$ cat config.mk
export PLATFORM = sky130hd
export DESIGN_NAME = co2_baseline_offset_tracker
export DESIGN_NICKNAME = d
export VERILOG_FILES = /design/src/sv/cbot_pkg.sv /design/src/sv/co2_baseline_offset_tracker.sv
export SDC_FILE = /design/constraint.sdc
export NUM_CORES = 1
export LEC_CHECK = 0
export ABC_CLOCK_PERIOD_IN_PS = 5900
export BUFFER_PORTS_ARGS = -buffer_cell sky130_fd_sc_hd__buf_2
export CORE_UTILIZATION = 40
export CTS_CLUSTER_SIZE = 20
export DETAILED_ROUTE_END_ITERATION = 7
export GPL_TIMING_DRIVEN = 0
export PLACE_DENSITY_LB_ADDON = 0.1
export SYNTH_ARGS = -nofsm -noshare
export SYNTH_HDL_FRONTEND = slang
export SYNTH_SLANG_ARGS = --single-unit
$ cat constraint.sdc
create_clock -name aclk -period 5.9 [get_ports aclk]
set_clock_uncertainty 0.15 [all_clocks]
set_input_delay 1.18 -clock aclk [delete_from_list [all_inputs] [get_ports aclk]]
set_output_delay 1.18 -clock aclk [all_outputs]
set_load 0.02 [all_outputs]
$ cat src/sv/cbot_pkg.sv
package cbot_pkg;

    localparam int SLOT_COUNT     = 12;
    localparam int SLOT_W         = 4;
    localparam int READING_W      = 14;
    localparam int MONTH_W        = 4;
    localparam int YEAR_W         = 10;
    localparam int INDEX_W        = 14;
    localparam int OFFSET_W       = 15;
    localparam int ACC_W          = 16;
    localparam int CFG_W          = 10;
    localparam int CFG_IDX_W      = 2;
    localparam int S_TDATA_W      = 32;
    localparam int M_TDATA_W      = 16;

    localparam logic [SLOT_W-1:0] LAST_SLOT      = 4'd11;
    localparam logic [SLOT_W-1:0] MAX_SKIP_CLEAR = 4'd11;
    localparam logic [SLOT_W-1:0] MAX_WINDOW     = 4'd12;

    // register indexes on the configuration channel
    localparam logic [CFG_IDX_W-1:0] REG_BASELINE  = 2'd0;
    localparam logic [CFG_IDX_W-1:0] REG_MIN_VALID = 2'd1;
    localparam logic [CFG_IDX_W-1:0] REG_LOOKBACK  = 2'd2;
    localparam logic [CFG_IDX_W-1:0] REG_REQUIRE   = 2'd3;

    localparam logic [CFG_W-1:0]  BASELINE_RESET  = 10'd421;
    localparam logic [CFG_W-1:0]  MIN_VALID_RESET = 10'd200;
    localparam logic [SLOT_W-1:0] LOOKBACK_RESET  = 4'd6;
    localparam logic [SLOT_W-1:0] REQUIRE_RESET   = 4'd5;

    typedef enum logic [2:0] {
        ST_IDLE,
        ST_PREP,
        ST_CLEAR,
        ST_SCAN,
        ST_DECIDE,
        ST_OUT
    } state_t;

endpackage

$ cat src/sv/co2_baseline_offset_tracker.sv
// channel  | dir | handshake             | payload (low bit up)
// ---------+-----+-----------------------+-------------------------------------------
// s_       | in  | s_tvalid / s_tready   | s_tdata: reading_ppm[13:0], month[17:14],
//          |     |                       |          year[27:18], zero fill [31:28]
// m_       | out | m_tvalid / m_tready   | m_tdata: offset_ppm[14:0], state_changed[15]
// cfg_     | in  | cfg_valid / cfg_ready | cfg_index: register, cfg_data: value
//
// each word steps through prepare, clearing of skipped slots (up to 11), a scan of up to 12
// slots by the shared compare, decide and output load; a low reading goes from prepare
// straight to output load; the sequencer then returns to idle
// reset is synchronous active low and restores slot ring, month index, accepted offset, config
// s_tready is high only while idle; a result waits in the output register while the next
// word is taken, and the sequencer stalls before its output load until that register is free
module co2_baseline_offset_tracker (
    input  logic                               aclk,
    input  logic                               aresetn,
    input  logic                               s_tvalid,
    output logic                               s_tready,
    input  logic [cbot_pkg::S_TDATA_W-1:0]     s_tdata,   // reading_ppm, month, year
    output logic                               m_tvalid,
    input  logic                               m_tready,
    output logic [cbot_pkg::M_TDATA_W-1:0]     m_tdata,   // offset_ppm, state_changed
    input  logic                               cfg_valid,
    output logic                               cfg_ready,
    input  logic [cbot_pkg::CFG_IDX_W-1:0]     cfg_index,
    input  logic [cbot_pkg::CFG_W-1:0]         cfg_data
);

    // config registers
    logic [cbot_pkg::CFG_W-1:0]  baseline_reg;
    logic [cbot_pkg::CFG_W-1:0]  min_valid_reg;
    logic [cbot_pkg::SLOT_W-1:0] lookback_reg;
    logic [cbot_pkg::SLOT_W-1:0] require_reg;

    // persistent tracker state
    logic [cbot_pkg::READING_W-1:0] slot_reg [cbot_pkg::SLOT_COUNT];
    logic [cbot_pkg::INDEX_W-1:0]   last_idx_reg;
    logic signed [cbot_pkg::ACC_W-1:0] acc_reg;

    // per-word working registers
    cbot_pkg::state_t state_reg, state_next;
    logic [cbot_pkg::READING_W-1:0] reading_reg;
    logic [cbot_pkg::INDEX_W-1:0]   idx_reg;
    logic [cbot_pkg::SLOT_W-1:0]    slot_sel_reg;
    logic [cbot_pkg::SLOT_W-1:0]    ptr_reg;
    logic [cbot_pkg::SLOT_W-1:0]    cnt_reg;
    logic [cbot_pkg::SLOT_W-1:0]    window_reg;
    logic [cbot_pkg::SLOT_W-1:0]    valid_cnt_reg;
    logic [cbot_pkg::READING_W-1:0] min_reg;
    logic                           changed_reg;
    logic signed [cbot_pkg::ACC_W-1:0] result_reg;

    // output register
    logic                            m_valid_reg;
    logic [cbot_pkg::M_TDATA_W-1:0]  m_data_reg;

    // input fields
    logic [cbot_pkg::READING_W-1:0] in_reading;
    logic [cbot_pkg::MONTH_W-1:0]   in_month;
    logic [cbot_pkg::YEAR_W-1:0]    in_year;
    logic [cbot_pkg::INDEX_W-1:0]   in_idx;
    logic [cbot_pkg::SLOT_W-1:0]    in_slot;

    logic accept;
    logic out_free;
    logic [cbot_pkg::INDEX_W-1:0]   gap;
    logic [cbot_pkg::SLOT_W-1:0]    clear_cnt;
    logic [cbot_pkg::SLOT_W-1:0]    window;
    logic [cbot_pkg::SLOT_W-1:0]    ptr_dec;
    logic [cbot_pkg::SLOT_W-1:0]    prev_slot;
    logic [cbot_pkg::READING_W-1:0] scan_val;
    logic signed [cbot_pkg::ACC_W-1:0] offset_new;
    logic adopt;

    assign in_reading = s_tdata[13:0];
    assign in_month   = s_tdata[17:14];
    assign in_year    = s_tdata[27:18];

    // year*12 + month as two shifted adds
    assign in_idx = ({1'b0, in_year, 3'b000} + {2'b00, in_year, 2'b00})
                  + {{(cbot_pkg::INDEX_W-cbot_pkg::MONTH_W){1'b0}}, in_month};
    // year*12 drops out of the mod, so only months past december wrap
    assign in_slot = (in_month > cbot_pkg::LAST_SLOT) ? (in_month - cbot_pkg::MAX_WINDOW)
                                                      : in_month;

    assign accept    = s_tvalid && s_tready;
    assign out_free  = !m_valid_reg || m_tready;
    assign cfg_ready = 1'b1;

    assign s_tready = (state_reg == cbot_pkg::ST_IDLE);
    assign m_tvalid = m_valid_reg;
    assign m_tdata  = m_data_reg;

    // months skipped between the last written month and this one, capped
    assign gap       = idx_reg - last_idx_reg - 14'd1;
    assign clear_cnt = (gap >= {10'd0, cbot_pkg::MAX_SKIP_CLEAR}) ? cbot_pkg::MAX_SKIP_CLEAR
                                                                : gap[3:0];
    assign window = (lookback_reg == 4'd0) ? 4'd1
                  : (lookback_reg > cbot_pkg::MAX_WINDOW) ? cbot_pkg::MAX_WINDOW
                  : lookback_reg;

    assign ptr_dec   = (ptr_reg == 4'd0) ? cbot_pkg::LAST_SLOT : ptr_reg - 4'd1;
    assign prev_slot = (slot_sel_reg == 4'd0) ? cbot_pkg::LAST_SLOT : slot_sel_reg - 4'd1;
    assign scan_val  = slot_reg[ptr_reg];

    assign offset_new = $signed({6'd0, baseline_reg}) - $signed({2'd0, min_reg});
    assign adopt = (offset_new > 0) || (offset_new > acc_reg) || (valid_cnt_reg >= require_reg);

    // sequencer
    always_comb begin
        state_next = state_reg;
        case (state_reg)
            cbot_pkg::ST_IDLE: begin
                if (accept) state_next = cbot_pkg::ST_PREP;
            end
            cbot_pkg::ST_PREP: begin
                if (reading_reg < {4'd0, min_valid_reg}) begin
                    state_next = cbot_pkg::ST_OUT;
                end else if (idx_reg > last_idx_reg && clear_cnt != 4'd0) begin
                    state_next = cbot_pkg::ST_CLEAR;
                end else begin
                    state_next = cbot_pkg::ST_SCAN;
                end
            end
            cbot_pkg::ST_CLEAR: begin
                if (cnt_reg == 4'd1) state_next = cbot_pkg::ST_SCAN;
            end
            cbot_pkg::ST_SCAN: begin
                if (cnt_reg == window_reg - 4'd1) state_next = cbot_pkg::ST_DECIDE;
            end
            cbot_pkg::ST_DECIDE: begin
                state_next = cbot_pkg::ST_OUT;
            end
            cbot_pkg::ST_OUT: begin
                if (out_free) state_next = cbot_pkg::ST_IDLE;
            end
            default: state_next = cbot_pkg::ST_IDLE;
        endcase
    end

    always_ff @(posedge aclk) begin
        if (!aresetn) begin
            state_reg <= cbot_pkg::ST_IDLE;
        end else begin
            state_reg <= state_next;
        end
    end

    // config writes
    always_ff @(posedge aclk) begin
        if (!aresetn) begin
            baseline_reg  <= cbot_pkg::BASELINE_RESET;
            min_valid_reg <= cbot_pkg::MIN_VALID_RESET;
            lookback_reg  <= cbot_pkg::LOOKBACK_RESET;
            require_reg   <= cbot_pkg::REQUIRE_RESET;
        end else if (cfg_valid && cfg_ready) begin
            case (cfg_index)
                cbot_pkg::REG_BASELINE:  baseline_reg  <= cfg_data;
                cbot_pkg::REG_MIN_VALID: min_valid_reg <= cfg_data;
                cbot_pkg::REG_LOOKBACK:  lookback_reg  <= cfg_data[3:0];
                cbot_pkg::REG_REQUIRE:   require_reg   <= cfg_data[3:0];
                default: ;
            endcase
        end
    end

    // tracker state: slot ring, month index, accepted offset
    always_ff @(posedge aclk) begin
        if (!aresetn) begin
            for (int i = 0; i < cbot_pkg::SLOT_COUNT; i++) slot_reg[i] <= '0;
            last_idx_reg <= '0;
            acc_reg      <= '0;
        end else begin
            case (state_reg)
                cbot_pkg::ST_PREP: begin
                    if (reading_reg >= {4'd0, min_valid_reg}) begin
                        if (idx_reg == last_idx_reg) begin
                            // same month: keep the lower reading
                            if (slot_reg[slot_sel_reg] > reading_reg)
                                slot_reg[slot_sel_reg] <= reading_reg;
                        end else begin
                            slot_reg[slot_sel_reg] <= reading_reg;
                            last_idx_reg <= idx_reg;
                        end
                    end
                end
                cbot_pkg::ST_CLEAR: begin
                    slot_reg[ptr_reg] <= '0;
                end
                cbot_pkg::ST_DECIDE: begin
                    if (valid_cnt_reg != 4'd0 && adopt) acc_reg <= offset_new;
                end
                default: ;
            endcase
        end
    end

    // working registers, payload only
    always_ff @(posedge aclk) begin
        case (state_reg)
            cbot_pkg::ST_IDLE: begin
                reading_reg  <= in_reading;
                idx_reg      <= in_idx;
                slot_sel_reg <= in_slot;
            end
            cbot_pkg::ST_PREP: begin
                window_reg    <= window;
                valid_cnt_reg <= '0;
                min_reg       <= '0;
                result_reg    <= acc_reg;
                changed_reg   <= 1'b0;
                if (reading_reg >= {4'd0, min_valid_reg}) begin
                    if (idx_reg == last_idx_reg) begin
                        changed_reg <= (slot_reg[slot_sel_reg] > reading_reg);
                    end else begin
                        changed_reg <= 1'b1;
                    end
                end
                if (idx_reg > last_idx_reg && clear_cnt != 4'd0) begin
                    // clear backward from the month before this one
                    ptr_reg <= prev_slot;
                    cnt_reg <= clear_cnt;
                end else begin
                    ptr_reg <= slot_sel_reg;
                    cnt_reg <= '0;
                end
            end
            cbot_pkg::ST_CLEAR: begin
                if (cnt_reg == 4'd1) begin
                    ptr_reg <= slot_sel_reg;
                    cnt_reg <= '0;
                end else begin
                    ptr_reg <= ptr_dec;
                    cnt_reg <= cnt_reg - 4'd1;
                end
            end
            cbot_pkg::ST_SCAN: begin
                // shared compare unit: running minimum over non-empty slots
                if (scan_val != '0) begin
                    if (valid_cnt_reg == 4'd0 || scan_val < min_reg) min_reg <= scan_val;
                    valid_cnt_reg <= valid_cnt_reg + 4'd1;
                end
                ptr_reg <= ptr_dec;
                cnt_reg <= cnt_reg + 4'd1;
            end
            cbot_pkg::ST_DECIDE: begin
                if (valid_cnt_reg != 4'd0 && adopt) begin
                    result_reg <= offset_new;
                    if (offset_new != acc_reg) changed_reg <= 1'b1;
                end
            end
            default: ;
        endcase
    end

    // output register
    always_ff @(posedge aclk) begin
        if (!aresetn) begin
            m_valid_reg <= 1'b0;
        end else if (state_reg == cbot_pkg::ST_OUT && out_free) begin
            m_valid_reg <= 1'b1;
        end else if (m_tready) begin
            m_valid_reg <= 1'b0;
        end
    end

    always_ff @(posedge aclk) begin
        if (state_reg == cbot_pkg::ST_OUT && out_free) begin
            m_data_reg <= {changed_reg, result_reg[cbot_pkg::OFFSET_W-1:0]};
        end
    end

endmodule
==> results.ini <==
[clocking]
clock-sinks = 385
clk_latency_ns = 0.59
htreeDepth = 2
ctsLongestPathBuffers = 3
cts_made_buffers = 44
cts_tree = built
hold_buffers = 0
clk_pin_slew_ns = 0.06
clockRootBuffer = clkbuf_16

[synthesis]
synthMuxAreaShare_pct = 17.1
ys_ff_latch = 385
synth_top_cells_by_area = edfxtp_1, mux4_2, dfxtp_1
ys.flop_type = edfxtp_1
ys_top_cells_by_count = edfxtp_1, nor2_1, nand2_1, mux4_2, inv_1
synth_compound_area_share_pct = 8.05
yosysMostFrequentCell = edfxtp_1
synth_edf_count = 316
yosysUniqueCellTypes = 77
yosys.area.top_type = edfxtp_1
ys.warnings.count = 0
synth_xor_xnor_area_share_pct = 1.03
yosys.area_share.adder_pct = 6.76
syn_area_per_cell_um2 = 12.2
ys_seq_area_share_pct = 51.4
synth_top_area_share_pct = 44.8
synth_nets = 1900
async_reset_ff_share_pct = 0
yosys.area_share.simple_pct = 12.1
syn_inst = 1739
synth_area_um2 = 21200
synth_top_family_by_area = multiplexers

[floorplanning]
pin_count = 68
die_w_um = 232
start_util_pct = 40.8
die_height_um = 232
dieArea_um2 = 53800
core_area_um2 = 51800
std_cell_rows = 83

[global_routing]
overflow = 0
grt_pass1_wl_mm = 93.9
grt_max_degree = 17
grt_pass1_vias = 14800
grt_usage_pct = 24.0
antenna_found_initial = 0

[placed_design]
dp_hpwl_mm = 48.2
dpl.cell_count = 2502
globalplace.congestion = 0.851
portBuffers = 62

[worst_setup_path]
r2r_slack_ns = 0.24
crit_path_cell_trace = ha_1, fa_1, nor2b_1, o31a_1, o211ai_1, a2111oi_0, xnor2_1, ha_1, nand3_1, nor3_1, a21bo_2, nor2_1, or3_1, nor4_4, a21oi_1, or2_2
cpPeakStageDelay_ns = 0.53
path_buf_inv = 0
crit_arrival_ns = 5.80
crit_type = reg2reg
path_delay_family = simple AND/OR/NAND/NOR gates
cp.required_ns = 6.04
cp_common_cell = ha_1
start_kind = flop
crit_path_end_kind = flop
path_max_fanout = 15
cp_slowest_cell = nor4_4

[detailed_routing]
dr.pass1.iters = 5
drtIter0Drc = 1371
ant_nets = 0
viasPerCell = 5.71
via_count = 14800
routedWlPerCell_um = 24.5
drc = 0
wl_mm = 63.4

[timing]
period_share_pct = 96.0
min_period_ns = 5.66
tightest_slew_ns = 1.39
max_freq_mhz = 177
finalHoldViolations = 0
max_slew_margin_pct = 7.20
finalSetupTns_ns = 0
finalMaxSlewViolations = 0
rsz0062_at_grt = false
setup_viol = 0

[pwr]
total_leakage_power_nw = 8.90
ir_drop_mv = 0.261
p_per_area_nw_per_um2 = 548

[final_layout]
nets = 2032
drive_above_1_share_pct = 19.0
areaGrowthSynthToFinish_pct = 14.2
final_cells = 2583
largest_reg_flops = 224
antenna_cells = 0

[status]
run_status = complete, no violations

[job]
maxCapViolations = 0

[worst_hold_path]
hp-class = reg2reg

per-layer routing:
metal | vias to the layer above | routed length [um] | track usage, %
met1 | 7392 | 25900 | 30.8
met3 | 94 | 4630 | 4.64
li1 | 6774 | - | -
met4 | 0 | 1760 | 7.79
met5 | - | 0 | 0
met2 | 501 | 31100 | 40.6
kinds of logic after synthesis:
group / after synthesis
XOR/XNOR: 24
multiplexers: 185
buffers and inverters: 201
other: 1
flip-flops: 385
AND/OR/NAND/NOR: 581
AO/OA/AOI/OAI: 250
adder cells (fa/ha/maj): 112
where the power goes:
part | internal, mW | leakage [nW] | switching (mW)
logic | 2.61 | 4.54 | 4.06
clock network | 1.49 | 0.667 | 1.16
registers | 3.62 | 3.69 | 0.313
metrics by stage:
step	area, um2	utilization (%)	hold WS (ns)	worst slack (ns)	power (mW)
3_5_place_dp	22700	43.8	0.255	-1.48	10.6
2_1_floorplan	21200	-	0.250	0.364	8.37
5_1_grt	24200	46.6	0.279	0.0160	14.0
4_1_cts	24200	46.6	0.265	0.0508	13.3
6_report	24200	46.6	0.264	0.236	13.3
3_3_place_gp	22300	43.1	0.252	-2.11	10.4
cells in the final DEF (no fill, tap or decap), types with 37 or more instances in the layout:
cell type / synthesis / layout
clkbuf_1: 66 / 64
edfxtp_1: 316 / 316
buf_2: 7 / 71
dfxtp_1: 69 / 69
clkbuf_16: 0 / 45
ha_1: 108 / 108
nand2_1: 156 / 156
mux2i_1: 37 / 37
inv_1: 115 / 115
nor2_1: 263 / 258
a21oi_1: 60 / 60
o21ai_0: 50 / 38
mux4_2: 140 / 140
path summary, 6_finish.rpt:
path | startpoint | endpoint | depth (start not counted)
hold / removal | result_reg[1] | m_tdata[1] | 0
setup reg to reg | min_reg[0] | result_reg[4] | 16
setup / recovery | min_reg[0] | result_reg[4] | 16
hold reg to reg | result_reg[1] | m_tdata[1] | 0
layout make-up:
cell class,instances,area (um2)
timing repair buffer,87,644
sequential,385,10900
tap,680,851
multi-input combinational,1153,9640
fill,4687,27700
buffer,85,359
inverter,115,432
clock inverter,19,156
clock buffer,59,1210
repair_timing:
item / CTS / global route
endpoints found under the hold margin: 0 / 0
pin swaps: 1 / 0
setup endpoints to repair: 406 / 78
setup buffers: 4 / 0
gates resized for setup: 36 / 4
No activity file was read; power rests on OpenSTA's default activity.
